File: config.mk
export PLATFORM = sky130hd
export DESIGN_NAME = gcib_cordic_cell
export DESIGN_NICKNAME = d
export VERILOG_FILES = /design/src/rtl/core/gcib_pkg.sv /design/src/rtl/core/gcib_cordic_cell.sv
export SDC_FILE = /design/constraint.sdc
export NUM_CORES = 1
export LEC_CHECK = 0
export BUFFER_PORTS_ARGS = -buffer_cell sky130_fd_sc_hd__buf_2
export CORE_UTILIZATION = 45
export CTS_CLUSTER_DIAMETER = 100
export DETAILED_ROUTE_END_ITERATION = 10
export PLACE_DENSITY = 0.73
export REMOVE_ABC_BUFFERS = 1
export SLEW_MARGIN = 20
export SYNTH_ARGS = -nofsm -noshare
export SYNTH_HDL_FRONTEND = slang
export SYNTH_SLANG_ARGS = --single-unit
File: constraint.sdc
create_clock -name clk -period 0.8 [get_ports clk]
set_input_delay 0.12 -clock clk [delete_from_list [all_inputs] [get_ports clk]]
set_output_delay 0.12 -clock clk [all_outputs]
set_load 0.01 [all_outputs]
File: src/rtl/core/gcib_pkg.sv
package gcib_pkg;

    localparam int FRAC_BITS_DEF    = 22;
    localparam int CORDIC_STEPS_DEF = 24;
    localparam int GUARD_BITS       = 6;
    localparam int TRIG_BITS        = 30;
    // CORDIC datapath width and trig operand width
    localparam int XW               = 36;
    localparam int TW               = 32;
    localparam longint GAIN_Q30     = 652032874;
    localparam longint unsigned NANO = 64'd1000000000;

    // atan(2^-i) in units of 1e-9 degree
    localparam longint unsigned ATAN_NANO [32] = '{
        64'd45000000000, 64'd26565051177, 64'd14036243468, 64'd7125016349,
        64'd3576334375,  64'd1789910608,  64'd895173710,   64'd447614171,
        64'd223810500,   64'd111905677,   64'd55952892,    64'd27976453,
        64'd13988227,    64'd6994114,     64'd3497057,     64'd1748528,
        64'd874264,      64'd437132,      64'd218566,      64'd109283,
        64'd54642,       64'd27321,       64'd13660,       64'd6830,
        64'd3415,        64'd1708,        64'd854,         64'd427,
        64'd213,         64'd107,         64'd53,          64'd27
    };

    typedef struct packed {
        logic valid;
        logic flip;
        logic spec;
    } tag_t;

endpackage

File: src/rtl/core/gcib_cordic_cell.sv
module gcib_cordic_cell #(
    parameter int FRAC_BITS = 22,
    parameter int ZW        = 38,
    parameter int STAGE     = 0,
    parameter bit VECTOR    = 1'b0
) (
    input  logic                          clk,
    input  logic                          rst_n,
    input  gcib_pkg::tag_t                tag_in,
    input  logic signed [gcib_pkg::XW-1:0] x_in,
    input  logic signed [gcib_pkg::XW-1:0] y_in,
    input  logic signed [ZW-1:0]          z_in,
    output gcib_pkg::tag_t                tag_out,
    output logic signed [gcib_pkg::XW-1:0] x_out,
    output logic signed [gcib_pkg::XW-1:0] y_out,
    output logic signed [ZW-1:0]          z_out
);
    import gcib_pkg::*;

    localparam int ANG_BITS = FRAC_BITS + GUARD_BITS;
    localparam longint unsigned NV = ATAN_NANO[STAGE % 32];
    localparam longint unsigned DA_U = ((NV / NANO) << ANG_BITS)
                                     + (((NV % NANO) << ANG_BITS) + NANO / 2) / NANO;
    localparam logic signed [ZW-1:0] DA = ZW'(DA_U);

    tag_t                 tag_reg;
    logic signed [XW-1:0] x_reg, y_reg, x_next, y_next, dx, dy;
    logic signed [ZW-1:0] z_reg, z_next;
    logic                 up;

    always_comb
    begin
        dx = y_in >>> STAGE;
        dy = x_in >>> STAGE;
        up = VECTOR ? (y_in >= 0) : (z_in >= 0);
        if (VECTOR ? up : !up)
        begin
            x_next = x_in + dx;
            y_next = y_in - dy;
            z_next = z_in + DA;
        end
        else
        begin
            x_next = x_in - dx;
            y_next = y_in + dy;
            z_next = z_in - DA;
        end
    end

    always_ff @(posedge clk or negedge rst_n)
    begin
        if (!rst_n)
            tag_reg <= '0;
        else
            tag_reg <= tag_in;
    end

    always_ff @(posedge clk)
    begin
        x_reg <= x_next;
        y_reg <= y_next;
        z_reg <= z_next;
    end

    assign tag_out = tag_reg;
    assign x_out   = x_reg;
    assign y_out   = y_reg;
    assign z_out   = z_reg;

endmodule

==> impl_metrics.env, run 1 <==
export IMPL_yosysTopAreaCell="dfxtp_1"
export IMPL_portBuffers=227
export IMPL_ys_ff_latch=112
export IMPL_postPlaceCellArea_sq_um=13190
export IMPL_grt_ovfl_total=45
export IMPL_syn_inst=1149
export IMPL_numCtsBuffers=9
export IMPL_async_reset_ff_share_pct=2.679
export IMPL_max_clock_path_buffers=2
export IMPL_cts_root_buf="clkbuf_16"
export IMPL_hpwl_um=27420
export IMPL_synth_area_sq_um=9034
export IMPL_synth_area_leaders="dfxtp_1 24%, ha_1 16%, a21oi_1 8.4%"
export IMPL_clock_sinks=112
export IMPL_initial_core_util_pct=46.11
export IMPL_dieWidth_um=143.7
export IMPL_synth_ff_type="dfxtp_1"
export IMPL_crit_endpoint="z_out[36]$_DFF_P_/D"
export IMPL_rows=51
export IMPL_grt_usage_pct=77.56
export IMPL_syn_avg_cell_area_sq_um=7.862
export IMPL_endpoint_type="sequential cell input"
export IMPL_synth_edf_count=0
export IMPL_synth_seq_area_share_pct=24.99
export IMPL_outcome="aborted with a tool error"
export IMPL_grt_max_degree=61
export IMPL_error_line="[ERROR GRT-0232] Routing congestion too high. Check the congestion heatmap in the GUI."
export IMPL_stop_stage="global routing"
export IMPL_pin_count=228
export IMPL_ys_types=72
export IMPL_die_height_um=143.7
export IMPL_synth_top_area_share_pct=24.16
export IMPL_htreeDepth=3
export IMPL_ys_warnings_count=0
export IMPL_gp_routability_congestion=0.9913
[Yosys cell counts, types with 4 or more instances]
cell type	number
clkinv_1	4
a211oi_1	16
nand4_1	13
fa_1	4
or2_2	5
nor2_1	80
or3_1	11
a31oi_1	4
mux2i_1	15
nor4_1	13
nor2b_1	11
o21a_1	13
o211ai_1	20
o211a_1	4
a21oi_1	151
a21boi_0	5
o31ai_1	10
inv_1	123
buf_2	22
a21o_1	34
dfxtp_1	109
nand3_1	22
o21bai_1	21
clkbuf_1	12
xor2_1	9
nand2_1	58
buf_4	7
xnor2_1	65
nor3_1	21
nand2b_1	12
o22ai_1	4
o221ai_1	6
o21ai_0	68
ha_1	114
[kinds of logic after synthesis]
logic type,count (synthesis),share of synthesized area (%)
DFF,112,24.99
muxes,15,1.662
AOI/OAI and AO/OA,388,26.94
buffers and inverters,177,8.213
and+or+nand+nor,265,14.35
xor gates and xnor gates,74,7.175
adders and majority gates,118,16.68
[stage by stage]
step	TNS [ps]	util [%]	hold slack, ps	setup WS, ps	cells
floorplan	-240070	-	-175.6	-4509	1101
global placement	-140540	67.31	-59.26	-2221	1983
detailed placement	-143340	67.31	-59.67	-2392	1983
CTS	-114060	81.18	7.415	-1777	2077
[metal layers]
metal	GRT usage (%)	GRT overflow
met5	54.14	0
met4	75.59	18
met3	67.61	1
met2	88.73	24
met1	77.36	2
[what timing repair did]
item / 4_1_cts
pin swaps: 133
cloned: 5
setup endpoints to repair: 192
hold endpoints to repair: 34
hold buffers: 32
setup buffers: 50
resized for setup: 379
==> run 2, diff against run 1 <==
Settings changed: CORE_UTILIZATION 45 to 30, CTS_CLUSTER_DIAMETER 100 to unset, PLACE_DENSITY 0.73 to unset, PLACE_DENSITY_LB_ADDON set to 0.15.
Clock period 0.8 ns to 1.05 ns, I/O delays scaled along.
==> run 2 against run 1 <==
The flow now finishes, with violations (negative setup slack). Synthesized cell count is the same. Area after synthesis is the same.
==> impl_metrics.env, run 2 <==
export IMPL_clock_sinks=112
export IMPL_drcViolationCount=0
export IMPL_grt_ovfl_total=0
export IMPL_yosysTopAreaCell="dfxtp_1"
export IMPL_vdd_drop_max_uv=760.2
export IMPL_async_reset_ff_share_pct=2.679
export IMPL_nNetsFinal=2101
export IMPL_setup_viol=79
export IMPL_cts_root_buf="clkbuf_16"
export IMPL_syn_inst=1149
export IMPL_arrival_ps=2860
export IMPL_rsz0062_at_grt="yes"
export IMPL_powerDensity_nw_per_um2=1097
export IMPL_post_route_period_util_pct=244.6
export IMPL_antenna_found_initial=0
export IMPL_ant_nets=0
export IMPL_fp_coreArea_sq_um=29640
export IMPL_drt_vias_per_instance=4.948
export IMPL_worstPathMaxFanout=4
export IMPL_ys_types=72
export IMPL_fin_crit_ps=2569
export IMPL_hpwl_um=27990
export IMPL_synth_edf_count=0
export IMPL_fin_cells=2263
export IMPL_largest_reg_flops=38
export IMPL_portBuffers=227
export IMPL_synth_area_leaders="dfxtp_1 24%, ha_1 16%, a21oi_1 8.4%"
export IMPL_ys_ff_latch=112
export IMPL_syn_avg_cell_area_sq_um=7.862
export IMPL_cp_data_required_time_ps=1340
export IMPL_tightest_slew_ps=552.6
export IMPL_fillCellCount=2666
export IMPL_synth_ff_type="dfxtp_1"
export IMPL_min_path_cells=3
export IMPL_violations="negative setup slack"
export IMPL_synth_seq_area_share_pct=24.99
export IMPL_crit_path_start_kind="input port"
export IMPL_synth_top_area_share_pct=24.16
export IMPL_dieWidth_um=175.5
export IMPL_final_common_cell="buf_4"
export IMPL_first_iter_violations=798
export IMPL_maxSlewViolCount=0
export IMPL_gp_routability_congestion=0.9321
export IMPL_grt_max_degree=23
export IMPL_outcome="complete, but fails checks"
export IMPL_path_clk_slew_ps=90
export IMPL_p_int_uw=11930
export IMPL_dieArea_sq_um=30810
export IMPL_post_place_ws_ps=-2097
export IMPL_dp_cells=2136
export IMPL_hold_class="input port to flip-flop"
export IMPL_crit_type="input port to flip-flop"
export IMPL_switching_share_pct=37.69
export IMPL_fin_area_sq_um=17450
export IMPL_hold_viol=0
export IMPL_numCtsBuffers=9
export IMPL_wire_per_inst_um=17.97
export IMPL_initial_core_util_pct=30.48
export IMPL_fmax_ghz=0.3893
export IMPL_power_clock_fraction_pct=20.2
export IMPL_max_cap_violations=0
export IMPL_drive_above_1_share_pct=55.95
export IMPL_cts_tree="done"
export IMPL_synth_common_cells="151 x a21oi_1, 123 x inv_1, 114 x ha_1"
export IMPL_synth_most_common_cell="a21oi_1"
export IMPL_drt_wl_total_um=40670
export IMPL_pwr_share_seq_pct=27.7
export IMPL_die_height_um=175.5
export IMPL_rows=63
export IMPL_cp_end_kind="flip-flop"
export IMPL_grt_pass1_vias=11050
export IMPL_synth_area_sq_um=9034
export IMPL_htreeDepth=3
export IMPL_drtPass1Iterations=5
export IMPL_p_leak_uw=0.008187
export IMPL_area_delta_synth_final_pct=93.20
export IMPL_grt_usage_pct=25.15
export IMPL_pin_count=228
export IMPL_vias=11200
export IMPL_fin_ws_ps=-1519
export IMPL_ys_warnings_count=0
export IMPL_max_clock_path_buffers=2
export IMPL_antenna_cells=0
export IMPL_p_sw_uw=7216
export IMPL_final_cell_mix="417 x buf_4, 202 x buf_2, 103 x inv_1, 97 x dfxtp_1, 91 x a21oi_1"
export IMPL_fin_setup_tns_ps=-83930
export IMPL_grt_pass1_wl_um=59640
export IMPL_postPlaceCellArea_sq_um=13550
export IMPL_whs_ps=72.47
export IMPL_p_comb_share_pct=52.1
export IMPL_max_slew_margin_pct=62.84
==> run 2: repair_timing <==
item	4_1_cts	5_1_grt
cloned	10	5
setup endpoints to repair	92	86
setup buffers	51	34
pin swaps	177	126
hold buffers	32	0
resized for setup	432	144
endpoints found under the hold margin	34	0
==> run 2: cell families after synthesis <==
family,after synthesis,share of synthesized area [%]
compound gates,388,26.94
simple gates,265,14.35
buf+inv,177,8.213
fa+ha+maj,118,16.68
flops,112,24.99
xor+xnor,74,7.175
mux,15,1.662
==> run 2: area by class of cell <==
cell class              count  area, sq um  share of cell area [%]
clock buffers              10        250.2                   1.434
clock inverters             6        80.08                  0.4588
inverters                 129        515.5                   2.954
multi-input cells         860         7860                   45.04
flip-flops and latches    112         2280                   13.06
well taps                 390        488.0                   2.796
repair buffers            756         5979                   34.26
==> run 2: power by group through the flow <==
stage | Combinational [uW] | Clock (uW) | Sequential, uW
floorplan | 3020 | 0 | 5750
global placement | 7410 | 0 | 5360
detailed placement | 7430 | 0 | 5360
CTS | 9170 | 4000 | 5300
global route | 10600 | 4100 | 5370
finish | 9970 | 3870 | 5310
==> run 2: worst paths after layout <==
| kind | start | end | slack (ps) |
|---|---|---|---|
| setup / recovery | z_in[26] | z_out[36] | -1520 |
| min in group asynchronous | rst_n | tag_out[1] | 90 |
| max in group asynchronous | rst_n | tag_out[0] | 850 |
| hold / removal | z_in[28] | z_out[28] | 70 |
==> run 2: stage by stage <==
step	util, %	total power (uW)
4_1_cts	55.94	18480
3_5_place_dp	45.73	12790
3_3_place_gp	45.73	12780
6_report	58.89	19150
5_1_grt	58.89	20070
2_1_floorplan	-	8766
==> run 2: worst max-delay path: stages <==
cell and delay, ps:
buf_2 110, or4_4 520, nor4_4 140, nand3_1 120, nor3_2 150, nand2b_4 190, buf_6 120, inv_8 40
fa_2 370, inv_2 60, a21oi_2 40, o21bai_1 150, a21oi_1 90, o21bai_1 200, a21o_1 170, a21oi_2 60
xor2_1 150
==> run 2: routing by layer <==
layer / vias to the layer above / global-route usage [%] / routed length, um
met5: - / 0 / 0
li1: 5452 / - / -
met1: 5309 / 31.81 / 17550
met3: 84 / 3.030 / 2027
met4: 0 / 8.442 / 1309
met2: 352 / 43.96 / 19780
Power figures use the tool's default switching activity.
